[config.mk]
export PLATFORM = sky130hd
export DESIGN_NAME = lbc_finish
export DESIGN_NICKNAME = d
export VERILOG_FILES = /design/src/rtl/lbc_pkg.sv /design/src/rtl/lbc_finish.sv
export SDC_FILE = /design/constraint.sdc
export NUM_CORES = 2
export LEC_CHECK = 0
export BUFFER_PORTS_ARGS = -buffer_cell sky130_fd_sc_hd__buf_2
export CORE_ASPECT_RATIO = 2
export CORE_MARGIN = 3
export CORE_UTILIZATION = 40
export CTS_BUF_LIST = sky130_fd_sc_hd__clkbuf_2
export DETAILED_ROUTE_END_ITERATION = 12
export PLACE_DENSITY = 0.67
export SKIP_CTS_REPAIR_TIMING = 1
export SYNTH_ARGS = -nofsm -noshare
export SYNTH_HDL_FRONTEND = slang
export SYNTH_SLANG_ARGS = --single-unit
[constraint.sdc]
create_clock -name clock -period 27.7 [get_ports clock]
set_clock_uncertainty 0.1 [all_clocks]
set_input_delay 0 -clock clock [delete_from_list [all_inputs] [get_ports clock]]
set_output_delay 0 -clock clock [all_outputs]
set_load 0.005 [all_outputs]
[src/rtl/lbc_pkg.sv]
// Shared types, widths and helper functions of the line segment clipper.
package lbc_pkg;

   localparam int COORD_BITS    = 16;
   localparam int FRACTION_BITS = 16;

   localparam int SIZE_BITS  = COORD_BITS - 1;
   localparam int EDGE_BITS  = COORD_BITS + 2;
   localparam int DELTA_BITS = COORD_BITS + 1;
   localparam int MAG_BITS   = COORD_BITS;
   localparam int REM_BITS   = COORD_BITS + 1;
   localparam int QUO_BITS   = FRACTION_BITS + 1;
   localparam int T_BITS     = FRACTION_BITS + 2;
   localparam int PROD_BITS  = T_BITS + 1 + DELTA_BITS;
   localparam int NUM_EDGES  = 4;

   localparam int CSR_ADDR_BITS = 3;
   localparam int CSR_DATA_BITS = COORD_BITS;

   localparam logic [T_BITS-1:0] T_ONE = T_BITS'(64'd1 << FRACTION_BITS);
   localparam logic [T_BITS-1:0] T_TWO = T_BITS'(64'd2 << FRACTION_BITS);

   typedef enum logic [CSR_ADDR_BITS-1:0] {
      REG_USE_WINDOW    = 3'd0,
      REG_WINDOW_LEFT   = 3'd1,
      REG_WINDOW_TOP    = 3'd2,
      REG_WINDOW_WIDTH  = 3'd3,
      REG_WINDOW_HEIGHT = 3'd4,
      REG_BUFFER_WIDTH  = 3'd5,
      REG_BUFFER_HEIGHT = 3'd6
   } csr_reg_type;

   typedef struct packed {
      logic                   use_window;
      logic [COORD_BITS-1:0]  window_left;
      logic [COORD_BITS-1:0]  window_top;
      logic [SIZE_BITS-1:0]   window_width;
      logic [SIZE_BITS-1:0]   window_height;
      logic [SIZE_BITS-1:0]   buffer_width;
      logic [SIZE_BITS-1:0]   buffer_height;
   } cfg_type;

   typedef struct packed {
      logic signed [COORD_BITS-1:0] start_x;
      logic signed [COORD_BITS-1:0] start_y;
      logic signed [COORD_BITS-1:0] end_x;
      logic signed [COORD_BITS-1:0] end_y;
   } req_type;

   typedef struct packed {
      logic                         rejected;
      logic signed [COORD_BITS-1:0] clipped_start_x;
      logic signed [COORD_BITS-1:0] clipped_start_y;
      logic signed [COORD_BITS-1:0] clipped_end_x;
      logic signed [COORD_BITS-1:0] clipped_end_y;
   } rsp_type;

   // Per-segment data that travels beside the ratio lanes.
   typedef struct packed {
      logic                  rej;
      logic [COORD_BITS-1:0] x0;
      logic [COORD_BITS-1:0] y0;
      logic [DELTA_BITS-1:0] dx;
      logic [DELTA_BITS-1:0] dy;
   } seg_type;

   typedef struct packed {
      logic [DELTA_BITS-1:0] p;
      logic [EDGE_BITS-1:0]  q;
   } edge_type;

   typedef struct packed {
      logic                skip;
      logic                neg;
      logic                zero;
      logic                sat;
      logic [MAG_BITS-1:0] ap;
      logic [REM_BITS-1:0] rem;
      logic [QUO_BITS-1:0] quo;
   } lane_type;

   typedef struct packed {
      logic              skip;
      logic              neg;
      logic [T_BITS-1:0] r;
   } ratio_type;

   function automatic logic [EDGE_BITS-1:0] sext_edge(input logic [COORD_BITS-1:0] v);
      return {{(EDGE_BITS-COORD_BITS){v[COORD_BITS-1]}}, v};
   endfunction

   function automatic logic [EDGE_BITS-1:0] zext_size(input logic [SIZE_BITS-1:0] v);
      return {{(EDGE_BITS-SIZE_BITS){1'b0}}, v};
   endfunction

endpackage

[src/rtl/lbc_finish.sv]
// Output stages: entry and exit parameters, endpoint products, rounding.
module lbc_finish (
   input  logic                  clock,
   input  logic                  reset,
   input  logic                  adv,
   input  logic                  in_vld,
   input  lbc_pkg::seg_type      in_seg,
   input  lbc_pkg::ratio_type    in_ratio [lbc_pkg::NUM_EDGES],
   output logic                  out_vld,
   output lbc_pkg::rsp_type      out_data
);

   localparam logic signed [lbc_pkg::PROD_BITS-1:0] HALF =
      lbc_pkg::PROD_BITS'(64'd1 << (lbc_pkg::FRACTION_BITS - 1));

   // Stage one: parameter selection.
   logic [lbc_pkg::T_BITS-1:0] t0, t1;
   logic                       vld1_ff, rej1_ff;
   lbc_pkg::seg_type           seg1_ff;
   logic [lbc_pkg::T_BITS-1:0] t0_ff, t1_ff;

   // Stage two: products.
   logic signed [lbc_pkg::PROD_BITS-1:0] ts0, ts1, dxs, dys;
   logic signed [lbc_pkg::PROD_BITS-1:0] prod_in [4];
   logic signed [lbc_pkg::PROD_BITS-1:0] prod_ff [4];
   logic                                 vld2_ff, rej2_ff;
   logic [lbc_pkg::COORD_BITS-1:0]       x0_ff, y0_ff;

   // Stage three: rounding and the result register.
   logic signed [lbc_pkg::PROD_BITS-1:0] rnd [4];
   logic [lbc_pkg::COORD_BITS-1:0]       pt [4];
   logic                                 rsp_vld_ff;
   lbc_pkg::rsp_type                     rsp_ff, rsp_in;

   always_comb begin
      t0 = '0;
      t1 = lbc_pkg::T_ONE;
      for (int e = 0; e < lbc_pkg::NUM_EDGES; e++) begin
         if (!in_ratio[e].skip) begin
            if (in_ratio[e].neg) begin
               if (in_ratio[e].r > t0) begin
                  t0 = in_ratio[e].r;
               end
            end else if (in_ratio[e].r < t1) begin
               t1 = in_ratio[e].r;
            end
         end
      end
   end

   always_comb begin
      ts0 = lbc_pkg::PROD_BITS'({1'b0, t0_ff});
      ts1 = lbc_pkg::PROD_BITS'({1'b0, t1_ff});
      dxs = {{(lbc_pkg::PROD_BITS-lbc_pkg::DELTA_BITS){seg1_ff.dx[lbc_pkg::DELTA_BITS-1]}},
             seg1_ff.dx};
      dys = {{(lbc_pkg::PROD_BITS-lbc_pkg::DELTA_BITS){seg1_ff.dy[lbc_pkg::DELTA_BITS-1]}},
             seg1_ff.dy};
      prod_in[0] = ts0 * dxs;
      prod_in[1] = ts0 * dys;
      prod_in[2] = ts1 * dxs;
      prod_in[3] = ts1 * dys;
   end

   always_comb begin
      // Arithmetic shift gives floor division, which is what rounding needs.
      for (int i = 0; i < 4; i++) begin
         rnd[i] = (prod_ff[i] + HALF) >>> lbc_pkg::FRACTION_BITS;
      end
      pt[0] = x0_ff + rnd[0][lbc_pkg::COORD_BITS-1:0];
      pt[1] = y0_ff + rnd[1][lbc_pkg::COORD_BITS-1:0];
      pt[2] = x0_ff + rnd[2][lbc_pkg::COORD_BITS-1:0];
      pt[3] = y0_ff + rnd[3][lbc_pkg::COORD_BITS-1:0];
      rsp_in.rejected = rej2_ff;
      if (rej2_ff) begin
         rsp_in.clipped_start_x = '0;
         rsp_in.clipped_start_y = '0;
         rsp_in.clipped_end_x   = '0;
         rsp_in.clipped_end_y   = '0;
      end else begin
         rsp_in.clipped_start_x = pt[0];
         rsp_in.clipped_start_y = pt[1];
         rsp_in.clipped_end_x   = pt[2];
         rsp_in.clipped_end_y   = pt[3];
      end
   end

   always_ff @(posedge clock) begin
      if (reset) begin
         vld1_ff    <= 1'b0;
         vld2_ff    <= 1'b0;
         rsp_vld_ff <= 1'b0;
      end else if (adv) begin
         vld1_ff    <= in_vld;
         vld2_ff    <= vld1_ff;
         rsp_vld_ff <= vld2_ff;
      end
      if (adv) begin
         rej1_ff    <= in_seg.rej || (t0 > t1);
         seg1_ff    <= in_seg;
         t0_ff      <= t0;
         t1_ff      <= t1;
         rej2_ff    <= rej1_ff;
         x0_ff      <= seg1_ff.x0;
         y0_ff      <= seg1_ff.y0;
         prod_ff    <= prod_in;
         rsp_ff     <= rsp_in;
      end
   end

   assign out_vld  = rsp_vld_ff;
   assign out_data = rsp_ff;

endmodule

After elaboration in Yosys (flattened, before gate mapping)
Cells that the tools add are included.

cells by class
  $add $sub $neg = 8
  multipliers = 4
  $lt $le $gt $ge = 9
  mux-type cells = 24
  reductions and logical operators = 1

operator list
  operator                  count
  $mux W18                  24
  $add A32 B17 Y32 const B  4
  $mul A19 B17 Y32          4
  $gt A18 B18 Y1            4
  $add A16 B16 Y16          4
  $lt A18 B18 Y1            3
  $gt A18 B1 Y1 const B     1
  $lt A18 B17 Y1 const B    1
  $logic_or A1 B1 Y1        1

word-level totals
  register bits after elaboration = 332
  input bits = 151
  output and inout bits = 66
  logic and storage cells = 68

Depth between registers and ports, before layout
  depth after elaboration = 18
  depth in mapped cells = 51
  gate-level depth less buffers = 46

Least setup slack after synthesis
OpenSTA, ideal clock, no wires.

  path kind = input to register
  from = in in_ratio[79] (netlist bit)
  to = reg rej1_ff (data pin)
  arrival = 9.022 ns
  required time = 27.329 ns
  slack = 18.308 ns
  stages on the path = 49
  cells stage by stage = nor4_4 clkbuf_1 nand2_1 ha_1 a21o_1 a21o_1 a21oi_1 o211ai_1 a211oi_4 clkbuf_1 nand2_1 o21ai_0 inv_1 ha_1 a21o_1 a21o_1 a21o_1 a21o_1 (+13 left out) a21oi_1 or2_2 a31oi_1 a211oi_4 buf_4 mux2i_1 ha_1 nor2b_1 o21a_1 o21bai_1 a21oi_1 o31a_1 o21a_1 o21a_1 o21ai_0 nand2b_1 a2111oi_0 o41ai_1

on the way
  cells in the longest elaborated chain, start to end = 15

ends and longest elaborated chain
  what                                                     line                                text
  from (decl)                                              lbc_finish.sv:8                     input lbc_pkg::ratio_type in_ratio [lbc_pkg::NUM_EDGES],
  $mux W18                                                 lbc_finish.sv:39                    if (!in_ratio[e].skip) begin
  $gt A18 B18 Y1 / $lt A18 B18 Y1 (equally long branches)  lbc_finish.sv:41, lbc_finish.sv:44
  $mux W18 (on tied branches)                              lbc_finish.sv:41, lbc_finish.sv:44
  $mux W18                                                 lbc_finish.sv:40                    if (in_ratio[e].neg) begin
  $mux W18                                                 lbc_finish.sv:39
  $gt A18 B18 Y1 / $lt A18 B18 Y1 (equally long branches)  lbc_finish.sv:41, lbc_finish.sv:44
  $mux W18 (on tied branches)                              lbc_finish.sv:41, lbc_finish.sv:44
  $mux W18                                                 lbc_finish.sv:40
  $mux W18                                                 lbc_finish.sv:39
  $gt A18 B18 Y1 / $lt A18 B18 Y1 (equally long branches)  lbc_finish.sv:41, lbc_finish.sv:44
  $mux W18 (on tied branches)                              lbc_finish.sv:41, lbc_finish.sv:44
  $mux W18                                                 lbc_finish.sv:40
  $mux W18                                                 lbc_finish.sv:39
  $gt A18 B18 Y1 *                                         lbc_finish.sv:98                    rej1_ff <= in_seg.rej || (t0 > t1);
  $logic_or A1 B1 Y1 *                                     lbc_finish.sv:98
  to (signal assigned)                                     lbc_finish.sv:98
  to (decl)                                                lbc_finish.sv:18                    logic vld1_ff, rej1_ff;

Every way passes the cells marked *; elsewhere a longest branch is shown, timed or not.
A chain may end at the register's enable or synchronous reset.

Worst setup path in the final report
  from = in in_ratio[51] (netlist bit)
  to = reg rej1_ff (data pin)

on the way
  cells in the longest elaborated chain, start to end = 14

ends and longest elaborated chain
  what                  line              text
  $gt A18 B18 Y1        lbc_finish.sv:41  if (in_ratio[e].r > t0) begin
  $mux W18 *            lbc_finish.sv:41
  $mux W18 *            lbc_finish.sv:40
  $mux W18 *            lbc_finish.sv:39
  $gt A18 B18 Y1        lbc_finish.sv:41
  $mux W18              lbc_finish.sv:41
  $mux W18              lbc_finish.sv:40
  $mux W18 *            lbc_finish.sv:39
  $gt A18 B18 Y1        lbc_finish.sv:41
  $mux W18              lbc_finish.sv:41
  $mux W18              lbc_finish.sv:40
  $mux W18 *            lbc_finish.sv:39
  via t0 (one bit)      lbc_finish.sv:17  logic [lbc_pkg::T_BITS-1:0] t0, t1;
  $gt A18 B18 Y1 *      lbc_finish.sv:98
  $logic_or A1 B1 Y1 *  lbc_finish.sv:98

Mark *: on every way through the listed nets, which the timed path passes. The rest lies on a longest branch.

==> results.sh <==
export IMPL_r2r_end="prod_ff[137]"
export IMPL_avgSynthCellArea_um2=9.51
export IMPL_hp_start="in_ratio[68]"
export IMPL_hold_worst_slack_ps=-22.0
export IMPL_yosysWarnings=0
export IMPL_cts_buffer_depth=3
export IMPL_core_area_um2=133000
export IMPL_crit_path_top_delay_cell="dlygate4sd3_1"
export IMPL_start_util_pct=40.4
export IMPL_maxSlewViolCount=0
export IMPL_grt_max_degree=97
export IMPL_rsz0062_at_grt="no"
export IMPL_reg2reg_depth=22
export IMPL_synth_seq_area_share_pct=15.1
export IMPL_synth_most_common_cell="inv_1"
export IMPL_critPathRequiredTime_ps=28600
export IMPL_place_gp_congestion=0.875
export IMPL_synth_edff_count=269
export IMPL_post_place_ws_ps=16520
export IMPL_hold_class="in2reg"
export IMPL_r2r_setup_slack_ps=19500
export IMPL_synthToLayoutAreaGrowth_pct=13.5
export IMPL_synthArstFlopShare_pct=0
export IMPL_remaining_drc_errors=0
export IMPL_cp_startpoint="in_ratio[51]"
export IMPL_grt_total_usage_pct=22.8
export IMPL_failed_checks="negative hold slack"
export IMPL_hold_path_end="t1_ff[8]"
export IMPL_die_area_um2=139000
export IMPL_synth_nets=7342
export IMPL_cp_arrival_ps=11300
export IMPL_cts_root_buf="clkbuf_2"
export IMPL_wl_per_cell_um=20.2
export IMPL_ys_ff_latch=272
export IMPL_synth_ff_type="edfxtp_1"
export IMPL_status="finished, violations left"
export IMPL_fin_cells=7896
export IMPL_r2r_start="t0_ff[8]"
export IMPL_rows=189
export IMPL_cts_buffers=73
export IMPL_dp_hpwl_um=119000
export IMPL_grt_pass1_wl_um=241000
export IMPL_crit_buf_inv=7
export IMPL_final_hold_violation_count=2
export IMPL_max_cap_viol_count=0
export IMPL_multiInputGateArea_um2=40200
export IMPL_tritoncts="yes"
export IMPL_synth_top_area_share_pct=35.5
export IMPL_die_x_um=265
export IMPL_cp_start_kind="input pin"
export IMPL_clock_latency_ps=1430
export IMPL_placed_cell_area_um2=56600
export IMPL_min_period_over_period_pct=37.6
export IMPL_port_buffers=216
export IMPL_clkTransAtPathRegs_ps=160
export IMPL_ios=217
export IMPL_setup_ws_ps=17300
export IMPL_syn_inst=5646
export IMPL_criticalPathCategory="in2reg"
export IMPL_die_h_um=524
export IMPL_finalSetupViolCount=0
export IMPL_grt_pass1_vias=45100
export IMPL_slew_headroom_pct=4.29
export IMPL_synth_cell_type_count=73
export IMPL_syn_area_um2=53700
export IMPL_postRouteAntennaNets=0
export IMPL_path_delay_family="compound AO/OA/AOI/OAI gates"
export IMPL_synthTopCellsByCount="inv_1, fa_1, nand2_1"
export IMPL_dpl_cell_count=7404
export IMPL_critPathMaxFanout=30
export IMPL_wl_um=160000
export IMPL_worstHoldPathCells=6
export IMPL_slowest_delay_ps=570
export IMPL_end_kind="flip-flop"
export IMPL_synth_area_leaders="fa_1, edfxtp_1, ha_1"
export IMPL_drive_gt1_share_pct=7.54
export IMPL_period_needed_ps=10400
export IMPL_vias=41400
export IMPL_antenna_found_initial=6
export IMPL_worst_pin_slew_ps=1430
export IMPL_regArea_um2=8140
export IMPL_drtIter0Drc=2083
export IMPL_fillers=12600
export IMPL_h_tree_depth=3
export IMPL_synth_top_area_cell="fa_1"
export IMPL_crit_top_cell="a21o_1"
export IMPL_final_area_um2=61000
export IMPL_drtPass1Iterations=5
export IMPL_max_freq_ghz=0.0961
export IMPL_grt_overflow=0
export IMPL_nets=7816
export IMPL_clock_sinks=272
export IMPL_vias_per_cell=5.25
export IMPL_finalSetupTns_ps=0
how the worst max path moves through the flow:
stage / depth (start not counted) / endpoint / slack (ps)
2_1_floorplan: 49 / rej1_ff / 18310
6_report: 47 / rej1_ff / 17300
3_3_place_gp: 49 / rej1_ff / 16660
4_1_cts: 48 / rej1_ff / 17920
5_1_grt: 50 / rej1_ff / 16770
3_5_place_dp: 48 / rej1_ff / 16520
cell usage in the layout (no fill, tap or decap), types with 6 or more instances in the layout:
cell type and instances:
inv_1 1166, fa_1 952, nand2_1 803, ha_1 593, and2_1 485, dlygate4sd3_1 359
edfxtp_1 269, buf_2 215, nor2_1 146, xnor2_1 126, a21oi_1 105, clkbuf_2 96
buf_4 82, xor2_1 80, o21ai_0 72, nand2b_1 71, a21o_1 70, nand3_1 63
mux2i_1 56, nor3_1 35, nand4_1 35, o21bai_1 30, nor2b_1 23, and3_1 21
mux2_2 19, a211oi_1 17, o21a_1 15, clkinv_1 13, mux2_1 10, diode_2 8
a31oi_1 8, mux2_4 8, a31o_2 7, a2111o_1 7, clkinv_2 6
layout make-up:
class / instances / area share, %
clock buffer: 96 / 0.788
multi-input combinational: 3948 / 66.0
tap: 1719 / 3.53
inverter: 1167 / 7.19
clock inverter: 28 / 0.425
sequential: 272 / 13.3
timing repair buffer: 658 / 8.74
antenna: 8 / 0.0328
kinds of logic after synthesis:
| family | after synthesis | synth area share [%] |
|---|---|---|
| AO/OA/AOI/OAI | 390 | 4.86 |
| XOR/XNOR | 206 | 3.36 |
| adder cells (fa/ha/maj) | 1545 | 49.3 |
| buffers and inverters | 1426 | 10.0 |
| flip-flops | 272 | 15.1 |
| multiplexers | 93 | 1.88 |
| other | 1 | 0.00698 |
| AND/OR/NAND/NOR | 1713 | 15.4 |
through the flow:
step | hold WS [ps] | util [%]
3_3_place_gp | 78.5 | 42.6
3_5_place_dp | 78.1 | 42.6
2_1_floorplan | -27.6 | -
6_report | -22.0 | 45.9
5_1_grt | 49.2 | 45.9
4_1_cts | -1530 | 43.1
flip-flops by register name, indices dropped and copies added (netlist names):
signal,cells
dxs,17
dys,17
out_data,65
out_vld,1
prod_ff,68
rej1_ff,1
rej2_ff,1
seg1_ff,32
t0_ff,18
t1_ff,18
vld1_ff,1
vld2_ff,1
x0_ff,16
y0_ff,16
layer usage:
| metal | share of wire, % | wire length [µm] | track usage, % |
|---|---|---|---|
| met5 | 0.0081 | 13 | 0 |
| met4 | 8.6 | 13800 | 17.3 |
| met3 | 5.3 | 8490 | 3.86 |
| met2 | 55 | 88000 | 44.8 |
| met1 | 31 | 49500 | 20.5 |
worst register-to-register path, stage by stage (launching register included):
cell       delay [ps]
edfxtp_1          330
buf_4             480
nand2_1           240
fa_1              600
inv_1              60
fa_1              490
fa_1              510
fa_1              560
inv_1              50
fa_1              480
inv_1              50
fa_1              450
ha_1              310
a2111o_1          510
a2111o_1          400
o21bai_1          220
o2111ai_1         270
a31oi_1           340
a211oi_1          600
o21bai_1          250
a21oi_1           350
o221ai_1          170
xor2_1            160
Power is not shown: default switching activity piles up to over one toggle a cycle in this logic, so the estimate is an artifact.
