[config.mk]
export PLATFORM = sky130hd
export DESIGN_NAME = lbc_setup
export DESIGN_NICKNAME = d
export VERILOG_FILES = /design/src/rtl/lbc_pkg.sv /design/src/rtl/lbc_setup.sv
export SDC_FILE = /design/constraint.sdc
export NUM_CORES = 1
export LEC_CHECK = 0
export ABC_AREA = 1
export BUFFER_PORTS_ARGS = -buffer_cell sky130_fd_sc_hd__buf_2
export CORE_MARGIN = 4
export CORE_UTILIZATION = 48
export CTS_BUF_LIST = sky130_fd_sc_hd__clkbuf_8
export CTS_CLUSTER_DIAMETER = 60
export DETAILED_ROUTE_END_ITERATION = 12
export PLACE_DENSITY = 0.69
export SLEW_MARGIN = 20
export SYNTH_ARGS = -nofsm -noshare
export SYNTH_HDL_FRONTEND = slang
export SYNTH_SLANG_ARGS = --single-unit
[constraint.sdc]
create_clock -name clock -period 7.1 [get_ports clock]
set_clock_uncertainty 0.1 [all_clocks]
set_input_delay 0.355 -clock clock [delete_from_list [all_inputs] [get_ports clock]]
set_output_delay 0.355 -clock clock [all_outputs]
set_load 0.02 [all_outputs]
[src/rtl/lbc_pkg.sv]
// Shared types, widths and helper functions of the line segment clipper.
package lbc_pkg;

   localparam int COORD_BITS    = 16;
   localparam int FRACTION_BITS = 16;

   localparam int SIZE_BITS  = COORD_BITS - 1;
   localparam int EDGE_BITS  = COORD_BITS + 2;
   localparam int DELTA_BITS = COORD_BITS + 1;
   localparam int MAG_BITS   = COORD_BITS;
   localparam int REM_BITS   = COORD_BITS + 1;
   localparam int QUO_BITS   = FRACTION_BITS + 1;
   localparam int T_BITS     = FRACTION_BITS + 2;
   localparam int PROD_BITS  = T_BITS + 1 + DELTA_BITS;
   localparam int NUM_EDGES  = 4;

   localparam int CSR_ADDR_BITS = 3;
   localparam int CSR_DATA_BITS = COORD_BITS;

   localparam logic [T_BITS-1:0] T_ONE = T_BITS'(64'd1 << FRACTION_BITS);
   localparam logic [T_BITS-1:0] T_TWO = T_BITS'(64'd2 << FRACTION_BITS);

   typedef enum logic [CSR_ADDR_BITS-1:0] {
      REG_USE_WINDOW    = 3'd0,
      REG_WINDOW_LEFT   = 3'd1,
      REG_WINDOW_TOP    = 3'd2,
      REG_WINDOW_WIDTH  = 3'd3,
      REG_WINDOW_HEIGHT = 3'd4,
      REG_BUFFER_WIDTH  = 3'd5,
      REG_BUFFER_HEIGHT = 3'd6
   } csr_reg_type;

   typedef struct packed {
      logic                   use_window;
      logic [COORD_BITS-1:0]  window_left;
      logic [COORD_BITS-1:0]  window_top;
      logic [SIZE_BITS-1:0]   window_width;
      logic [SIZE_BITS-1:0]   window_height;
      logic [SIZE_BITS-1:0]   buffer_width;
      logic [SIZE_BITS-1:0]   buffer_height;
   } cfg_type;

   typedef struct packed {
      logic signed [COORD_BITS-1:0] start_x;
      logic signed [COORD_BITS-1:0] start_y;
      logic signed [COORD_BITS-1:0] end_x;
      logic signed [COORD_BITS-1:0] end_y;
   } req_type;

   typedef struct packed {
      logic                         rejected;
      logic signed [COORD_BITS-1:0] clipped_start_x;
      logic signed [COORD_BITS-1:0] clipped_start_y;
      logic signed [COORD_BITS-1:0] clipped_end_x;
      logic signed [COORD_BITS-1:0] clipped_end_y;
   } rsp_type;

   // Per-segment data that travels beside the ratio lanes.
   typedef struct packed {
      logic                  rej;
      logic [COORD_BITS-1:0] x0;
      logic [COORD_BITS-1:0] y0;
      logic [DELTA_BITS-1:0] dx;
      logic [DELTA_BITS-1:0] dy;
   } seg_type;

   typedef struct packed {
      logic [DELTA_BITS-1:0] p;
      logic [EDGE_BITS-1:0]  q;
   } edge_type;

   typedef struct packed {
      logic                skip;
      logic                neg;
      logic                zero;
      logic                sat;
      logic [MAG_BITS-1:0] ap;
      logic [REM_BITS-1:0] rem;
      logic [QUO_BITS-1:0] quo;
   } lane_type;

   typedef struct packed {
      logic              skip;
      logic              neg;
      logic [T_BITS-1:0] r;
   } ratio_type;

   function automatic logic [EDGE_BITS-1:0] sext_edge(input logic [COORD_BITS-1:0] v);
      return {{(EDGE_BITS-COORD_BITS){v[COORD_BITS-1]}}, v};
   endfunction

   function automatic logic [EDGE_BITS-1:0] zext_size(input logic [SIZE_BITS-1:0] v);
      return {{(EDGE_BITS-SIZE_BITS){1'b0}}, v};
   endfunction

endpackage

[src/rtl/lbc_setup.sv]
// Input stage: window bounds, early reject, deltas and the left, top, right and bottom edge terms.
module lbc_setup (
   input  logic                  clock,
   input  logic                  reset,
   input  logic                  adv,
   input  logic                  in_vld,
   input  lbc_pkg::req_type      in_data,
   input  lbc_pkg::cfg_type      cfg,
   output logic                  out_vld,
   output lbc_pkg::seg_type      out_seg,
   output lbc_pkg::edge_type     out_edge [lbc_pkg::NUM_EDGES]
);

   logic signed [lbc_pkg::EDGE_BITS-1:0] x0, y0, x1, y1, lx, ty, rx, by, dx, dy;
   logic signed [lbc_pkg::EDGE_BITS-1:0] ndx, ndy, q_left, q_top, q_right, q_bottom;
   logic                                 early_rej;

   logic                                 vld_ff;
   lbc_pkg::seg_type                     seg_ff, seg_in;
   lbc_pkg::edge_type                    edge_ff [lbc_pkg::NUM_EDGES];
   lbc_pkg::edge_type                    edge_in [lbc_pkg::NUM_EDGES];

   always_comb begin
      x0 = lbc_pkg::sext_edge(in_data.start_x);
      y0 = lbc_pkg::sext_edge(in_data.start_y);
      x1 = lbc_pkg::sext_edge(in_data.end_x);
      y1 = lbc_pkg::sext_edge(in_data.end_y);
      if (cfg.use_window) begin
         lx = lbc_pkg::sext_edge(cfg.window_left);
         ty = lbc_pkg::sext_edge(cfg.window_top);
         rx = lx + lbc_pkg::zext_size(cfg.window_width);
         by = ty + lbc_pkg::zext_size(cfg.window_height);
      end else begin
         lx = '0;
         ty = '0;
         rx = lbc_pkg::zext_size(cfg.buffer_width);
         by = lbc_pkg::zext_size(cfg.buffer_height);
      end
      early_rej = (x0 <= lx && x1 <= lx) || (x0 >= rx && x1 >= rx) ||
                  (y0 <= ty && y1 <= ty) || (y0 >= by && y1 >= by);
      dx       = x1 - x0;
      dy       = y1 - y0;
      ndx      = x0 - x1;
      ndy      = y0 - y1;
      q_left   = x0 - lx;
      q_top    = y0 - ty;
      q_right  = rx - x0;
      q_bottom = by - y0;

      seg_in.rej = early_rej;
      seg_in.x0  = in_data.start_x;
      seg_in.y0  = in_data.start_y;
      seg_in.dx  = dx[lbc_pkg::DELTA_BITS-1:0];
      seg_in.dy  = dy[lbc_pkg::DELTA_BITS-1:0];

      edge_in[0].p = ndx[lbc_pkg::DELTA_BITS-1:0];
      edge_in[0].q = q_left;
      edge_in[1].p = ndy[lbc_pkg::DELTA_BITS-1:0];
      edge_in[1].q = q_top;
      edge_in[2].p = dx[lbc_pkg::DELTA_BITS-1:0];
      edge_in[2].q = q_right;
      edge_in[3].p = dy[lbc_pkg::DELTA_BITS-1:0];
      edge_in[3].q = q_bottom;
   end

   always_ff @(posedge clock) begin
      if (reset) begin
         vld_ff <= 1'b0;
      end else if (adv) begin
         vld_ff <= in_vld;
      end
      if (adv) begin
         seg_ff  <= seg_in;
         edge_ff <= edge_in;
      end
   end

   assign out_vld  = vld_ff;
   assign out_seg  = seg_ff;
   assign out_edge = edge_ff;

endmodule

Word-level counts from Yosys, hierarchy flattened
Index checks and enable logic that the tools add are counted.

storage, ports and cells
  bits in registers = 174
  input bits = 161
  output and inout port bits = 208
  word-level logic and storage cells = 41

operators by class
  add/subtract/negate cells = 10
  $lt $le $gt $ge = 8
  multiplexer cells = 4
  reduce and logical (&&, ||, !) cells = 7

operators by type and width
  cell                                                         number
  16-bit by 18-bit >= comparator with 1-bit output             4
  16-bit by 18-bit less-or-equal comparator with 1-bit output  4
  18-bit 2-to-1 mux                                            4
  16-bit by 16-bit subtractor with 17-bit output               4
  16-bit by 18-bit subtractor with 18-bit output               2
  18-bit by 16-bit subtractor with 18-bit output               2
  16-bit by 16-bit adder with 17-bit output                    2
  1-bit logical AND                                            4
  1-bit logical OR                                             3

Logic depth before layout (Yosys ltp)
Gate-level depths: netlist of run 1.

  depth in word-level cells = 7
  depth in mapped cells = 29
  mapped depth without buffers = 29

Worst setup path after synthesis of run 1
OpenSTA, ideal clock, no wires.

  path type = in2reg
  start point = input cfg[30] in the netlist's numbering
  end point = register edge_ff (netlist bit out_edge[14]), data pin
  library setup time = 262 ps
  arrival = 2,766 ps
  data required time = 6,738 ps
  setup slack = 3,971 ps
  stages on the path = 19
  buffers on the path = 0
  cells stage by stage = ha_1 fa_1 nand2_1 nand2_1 o21ai_0 o21ai_1 a21oi_1 inv_1 nand2_1 nand3_1 o21ai_1 ha_1 nand2_1 inv_1 a21oi_1 nand2_1 a21oi_1 o21bai_1 xor2_1

between the ends
  word-level cells in the longest chain between the ends = 3

ends and longest elaborated chain
  item                                            line             source
  from (decl)                                     lbc_setup.sv:8   input lbc_pkg::cfg_type cfg,
  16-bit by 16-bit adder with 17-bit output       lbc_setup.sv:32  by = ty + lbc_pkg::zext_size(cfg.window_height);
  18-bit 2-to-1 mux                               lbc_setup.sv:28  if (cfg.use_window) begin
  18-bit by 16-bit subtractor with 18-bit output  lbc_setup.sv:48  q_bottom = by - y0;
  named net q_bottom (one bit)                    lbc_setup.sv:15  logic signed [lbc_pkg::EDGE_BITS-1:0] ndx, ndy, q_left, q_top, q_right, q_bottom;
  to (signal assigned)                            lbc_setup.sv:74  edge_ff <= edge_in;
  to (decl)                                       lbc_setup.sv:20  lbc_pkg::edge_type edge_ff [lbc_pkg::NUM_EDGES];

The timed path passes the listed nets, and every way through them passes these cells.
A chain may end at the register's enable or synchronous reset.

Final worst setup path of run 1
  start point = input cfg[45] in the netlist's numbering
  end point = register edge_ff (netlist bit out_edge[50]), data pin

between the ends
  word-level cells in the longest chain between the ends = 3

ends and longest elaborated chain
  item                                            line             source
  16-bit by 16-bit adder with 17-bit output       lbc_setup.sv:31  rx = lx + lbc_pkg::zext_size(cfg.window_width);
  18-bit 2-to-1 mux                               lbc_setup.sv:28
  18-bit by 16-bit subtractor with 18-bit output  lbc_setup.sv:47  q_right = rx - x0;
  named net q_right (one bit)                     lbc_setup.sv:15

The timed path passes the listed nets, and every way through them passes these cells.

==> results of run 1 <==
how the worst min path moves through the flow:
stage,from,end,cells past startpoint
after floorplan,reset,out_vld,1
after global placement,out_vld,out_vld,2
after detailed placement,out_vld,out_vld,2
after CTS,in_data[49],out_seg[51],1
after global routing,in_data[56],out_seg[58],1
final,in_data[49],out_seg[51],1
power groups by stage:
stage | clock network [uW] | logic, uW | registers (uW)
after floorplan | 0 | 940 | 1630
after global placement | 0 | 1680 | 1420
after detailed placement | 0 | 1690 | 1420
after CTS | 714 | 1710 | 1400
after global routing | 765 | 1880 | 1410
final | 698 | 1710 | 1400
area by class of cell:
class / instances / area [um2]
fill: 3229 / 14500
multi-input combinational: 1502 / 9640
sequential: 172 / 5150
timing repair buffer: 401 / 2170
inverter: 303 / 1140
tap: 448 / 561
clock buffer: 17 / 234
clock inverter: 15 / 136
routing by layer:
metal  up-vias  share of wire (%)
met2       518                 50
met1      6993                 41
met5         -              0.027
met4         4                3.6
li1       7445                  -
met3        93                5.6
logic make-up after synthesis:
family / Yosys count / share of synthesized area [%]
buffers and inverters: 368 / 9.56
AO/OA/AOI/OAI: 343 / 12.4
AND/OR/NAND/NOR: 793 / 21.0
multiplexers: 1 / 0.0612
flip-flops: 172 / 31.5
adder cells (fa/ha/maj): 236 / 18.5
XOR/XNOR: 129 / 6.91
metrics by stage:
stage,std cells,power (uW),hold slack (ps),utilization (%)
6_report,2858,3800,32.4,56.8
5_1_grt,2858,4050,5.21,56.8
4_1_cts,2858,3820,4.51,56.8
3_5_place_dp,2796,3110,388,54.8
3_3_place_gp,2796,3100,369,54.8
2_1_floorplan,2042,2570,327,-
Yosys cell counts, drive strengths merged, types with 2 or more instances:
cell type  instances  area share [%]
a21o              17            0.78
xor2              96             5.1
clkbuf             7            0.16
a211oi             4            0.18
xnor2             33             1.8
o31ai              7            0.70
nor3              23             1.2
o21ai            115             3.7
nand3             88             2.9
a21oi            163             5.3
ha               226              17
edfxtp           171              31
a31oi             14            0.57
o21a               2           0.092
inv              302             6.9
a21boi             5            0.25
or2               10            0.38
nor2             156             3.9
fa                10             1.2
nor4               2            0.11
o21bai            12            0.64
nand3b             6            0.28
nand2            494              12
nand4             13            0.50
buf               58             2.4
sequential cells by signal (all words and copies together) (netlist names):
signal    cells
out_edge    138
out_seg      33
out_vld       1
what timing repair did:
action                                 CTS  global route
setup buffers                            0             0
hold buffers                            30             0
setup endpoints to repair                0             0
endpoints found under the hold margin   29             0
worst register-to-register path, cell delays in order, from the launching register on:
cell and delay (ps):
dfxtp_1 320, mux2i_1 120, nor2_1 50, dlygate4sd3_1 550
==> impl_metrics.py, run 1 <==
metrics = {
    "cts": {
        "clock_latency_ps": 510,
        "cts_resized": 0,
        "clk_pin_slew_ps": 100,
        "htree_levels": 4,
        "cts_made_buffers": 17,
        "cts.sinks": 172,
        "cts_max_path_buffers": 2,
        "cts_root_buf": "clkbuf_8",
        "tritoncts": "yes",
    },
    "critical_path": {
        "critPathMostFrequentCell": "nand2_1",
        "crit_cells": 23,
        "reg2regPathDepth": 3,
        "rrSetupSlack_ps": 5850,
        "cp_max_fo": 5,
        "arrival_ps": 3510,
        "crit_start": "cfg[45]",
        "required_ps": 7280,
        "cp_slowest_cell": "fa_1",
        "timing.rr.start": "out_vld",
        "crit_chain": "buf_2 > ha_1 > inv_1 > fa_1 > inv_1 > nand3_1 > nand2_2 > nand2_1 > nand2_2 > nand2_1 > nand2_1 > nand3_1 > nand2_1 > nand2_1 > nand2_1 > o21ai_1 > ha_1 > a21oi_1 > inv_1 > a31oi_1 > nand3_1 > a21oi_1 > xnor2_1",
        "crit_family": "simple AND/OR/NAND/NOR gates",
        "max_stage_delay_ps": 410,
        "crit_path_end": "out_edge[50]",
        "cp-end-kind": "register",
        "critPathLaunchType": "input port",
        "crit_type": "in -> reg",
        "worst-path-buf-inv": 4,
        "rr_endpoint": "out_vld",
    },
    "grt": {
        "use_met1_pct": 35.7,
        "grt_max_degree": 74,
        "grt_pass1_vias": 14800,
        "use_met3_pct": 4.56,
        "antenna_found_initial": 2,
        "grt_pass1_wl_um": 83500,
        "grt_busiest_layer": "met2",
        "grt_use_total_pct": 29.8,
        "grtUsageMet2_pct": 54.1,
        "overflow": 0,
    },
    "sta": {
        "tightestPinTransition_ps": 928,
        "setup_viol": 0,
        "min_period_ps": 3330,
        "timing.fmax_mhz": 301,
        "maxSlewViolCount": 0,
        "period_share_pct": 46.9,
        "hold_viol_final": 0,
        "relSlewSlack_pct": 38.1,
        "rsz0062_at_grt": "no",
        "setup_tns_ps": 0,
        "fin_ws_ps": 3770,
    },
    "logic_synthesis": {
        "synth_nets": 2439,
        "yosysSeqAreaShare_pct": 31.5,
        "postSynthCellCount": 2042,
        "async_flop_share_pct": 0,
        "ys_ff_latch": 172,
        "synth_area_um2": 16400,
        "synth_ff_type": "edfxtp_1",
        "synthDistinctLibCells": 55,
        "ys_warn_count": 0,
        "synth_edf_count": 171,
        "syn_area_per_cell_um2": 8.01,
    },
    "place": {
        "dp_slack_ps": 3240,
        "hpwl_um": 47500,
        "dpl-instance-area_um2": 18400,
        "finalWeightedCongestion": 0.993,
        "port_buffers": 368,
    },
    "finish": {
        "drive_above_1_share_pct": 20.8,
        "diodes": 0,
        "nets": 2794,
        "stdcell_area_um2": 19000,
        "layout_commonest_cell": "nand2_1",
        "area_growth_pct": 16.4,
        "final_cell_mix": "nand2_1 (479), buf_2 (366), inv_1 (285)",
    },
    "routing": {
        "dr_total_vias": 15100,
        "routed_wl_um": 55900,
        "wl_per_cell_um": 19.6,
        "drt-pass1-iter-count": 5,
        "routed_via_density": 5.27,
        "ant_nets": 0,
        "drc": 0,
        "drtIter0Drc": 986,
    },
    "floorplan": {
        "core_region_area_um2": 33500,
        "die-area_um2": 37100,
        "die_h_um": 193,
        "start_util_pct": 48.8,
        "rows": 67,
        "die_x_um": 193,
        "io_pins": 369,
    },
    "power": {
        "p_sw_share_pct": 42.4,
        "internal_power_uw": 2190,
        "p_leak_uw": 0.00970,
        "irDropWorstVdd_v": 0.000141,
        "power_frac_comb_pct": 44.9,
        "p_switching_uw": 1610,
        "p_seq_share_pct": 36.8,
        "power_density_nw_per_um2": 200,
        "p_clk_share_pct": 18.3,
    },
    "run": {
        "drv_cap": 0,
    },
    "run_status": {
        "status": "finished clean",
    },
    "worst_hold_path": {
        "min_path_type": "in -> reg",
    },
}
Note: power is estimated with default switching activity, not from simulation.
==> run 2, diff against run 1 <==
==> constraint.sdc (replaced) <==
create_clock -name clock -period 3.21 [get_ports clock]
set_clock_uncertainty 0.1 [all_clocks]
set_input_delay 0.1605 -clock clock [delete_from_list [all_inputs] [get_ports clock]]
set_output_delay 0.1605 -clock clock [all_outputs]
set_load 0.02 [all_outputs]
==> run 2 against run 1 <==
Effect of this change:
- clock-buffer cell count stayed put
- hold slack gained 26 ps
- largest power group unchanged
- non-clock buffer count up 81
- first-iteration DRC count decreased by 23%
- sequential cell count unchanged
- utilization up 2.1 points
- global-route usage is 0.14 points higher
- clock power rose by 140%
- design area increased by 3.6%
- cell count grew 2.9%
- largest cell class unchanged
- critical path depth unchanged
- total power is 130% higher
==> impl_metrics.py, run 2 (synthesized netlist as in run 1, its figures left out) <==
metrics = {
    "cts": {
        "clock_latency_ps": 520,
        "cts_max_path_buffers": 2,
        "tritoncts": "yes",
        "cts_root_buf": "clkbuf_8",
        "cts_resized": 0,
        "htree_levels": 4,
        "cts_made_buffers": 17,
        "cts.sinks": 172,
        "clk_pin_slew_ps": 110,
    },
    "place": {
        "finalWeightedCongestion": 0.975,
        "dp_slack_ps": -237,
        "dpl-instance-area_um2": 19000,
        "hpwl_um": 48400,
        "port_buffers": 368,
    },
    "grt": {
        "antenna_found_initial": 2,
        "grt_use_total_pct": 30.0,
        "grt_pass1_vias": 15000,
        "grt_max_degree": 97,
        "grt_pass1_wl_um": 83800,
        "overflow": 0,
    },
    "sta": {
        "period_share_pct": 91.6,
        "setup_viol": 0,
        "min_period_ps": 2940,
        "fin_hold_ws_ps": 58.7,
        "hold_viol_final": 0,
        "timing.fmax_mhz": 340,
        "relSlewSlack_pct": 60.2,
        "rsz0062_at_grt": "no",
        "tightestPinTransition_ps": 590,
        "fin_ws_ps": 269,
        "maxSlewViolCount": 0,
    },
    "routing": {
        "wl_per_cell_um": 19.2,
        "ant_nets": 0,
        "drt-pass1-iter-count": 6,
        "dr_total_vias": 15500,
        "routed_wl_um": 56500,
        "routed_via_density": 5.26,
        "drc": 0,
        "drtIter0Drc": 762,
    },
    "finish": {
        "nets": 2875,
        "area_growth_pct": 20.6,
        "layout_commonest_cell": "nand2_1",
        "largest_reg_flops": 138,
        "stdcell_area_um2": 19700,
        "multi_input_area_um2": 9640,
        "area.sequential_um2": 5150,
        "drive_above_1_share_pct": 23.3,
        "utilization_pct": 58.8,
        "final_cell_mix": "nand2_1 (479), buf_2 (366), inv_1 (283)",
        "fillers": 3185,
    },
    "floorplan": {
        "core_region_area_um2": 33500,
        "die-area_um2": 37100,
        "rows": 67,
        "die_h_um": 193,
        "die_x_um": 193,
        "start_util_pct": 48.8,
        "io_pins": 369,
    },
    "power": {
        "irDropWorstVdd_v": 0.000303,
        "p_leak_uw": 0.0101,
        "power_density_nw_per_um2": 444,
    },
    "worst_hold_path": {
        "min_from": "in_data[0]",
        "min_path_type": "in -> reg",
    },
    "critical_path": {
        "required_ps": 3390,
        "arrival_ps": 3120,
        "cp-end-kind": "register",
        "crit_start": "cfg[45]",
        "critPathLaunchType": "input port",
        "rrSetupSlack_ps": 1960,
        "cp_max_fo": 5,
        "crit_type": "in -> reg",
        "timing.rr.start": "out_vld",
    },
    "run_status": {
        "status": "finished clean",
    },
    "run": {
        "drv_cap": 0,
    },
}
## run 2: cell count changes in the layout (fill, tap and decap cells not counted), sizes merged
cell,previous run,this run
dlygate4sd3,30,35
diode,0,3
clkinv,6,4
bufinv,1,2
inv,310,311
buf,371,447
## run 2: worst max-delay path: stages
cell     delay, ps
buf_2          110
ha_1           250
inv_1          100
fa_1           390
inv_1           70
nand3_1         70
nand2_2         90
nand2_1         60
nand2_2         80
nand2_1         50
nand2_1         90
nand3_1        100
nand2_1         70
nand2_1         40
nand2_1         90
o21ai_1         80
ha_1           350
a21oi_1        220
inv_1           60
a31oi_1        130
nand3_1        150
buf_4          170
xor2_1         130
## run 2: final cells by class
| cell class | instances | area share [%] |
|---|---|---|
| flip-flops and latches | 172 | 26.1 |
| diodes | 3 | 0.0381 |
| well taps | 448 | 2.84 |
| clock inverters | 15 | 0.894 |
| repair buffers | 482 | 14.3 |
| clock buffers | 17 | 1.19 |
| multi-input cells | 1502 | 48.9 |
| inverters | 303 | 5.77 |
## run 2: through the flow
stage | cells | total power [uW] | setup TNS (ps)
after CTS | 2939 | 8820 | 0
after global routing | 2939 | 9300 | 0
after global placement | 2872 | 7070 | -688
after detailed placement | 2872 | 7100 | -1210
after floorplan | 2042 | 5680 | 0
final | 2942 | 8760 | 0
## run 2: final timing paths
check | to | depth (start not counted)
worst max-delay path | out_edge[46] | 23
worst min-delay path | out_edge[18] | 4
worst max register to register | out_vld | 3
worst min register to register | out_vld | 3
## run 2: where the power goes
group | total (uW) | switching, uW | internal, uW
Sequential | 3080 | 113 | 2960
Combinational | 4020 | 2590 | 1440
Clock | 1660 | 941 | 722
Total | 8760 | 3640 | 5120
## run 2: layer usage
metal / global-route usage (%) / part of all wire [%] / up-vias
met3: 4.65 / 5.7 / 93
met1: 35.0 / 40 / 7199
met2: 55.0 / 51 / 560
met4: 11.2 / 3.5 / 2
met5: 0 / 0.014 / -
li1: - / - / 7628
## run 2: what timing repair did
item | in CTS | in global routing
buffers inserted | 0 | 0
hold buffers | 35 | 0
hold endpoints to repair | 69 | 0
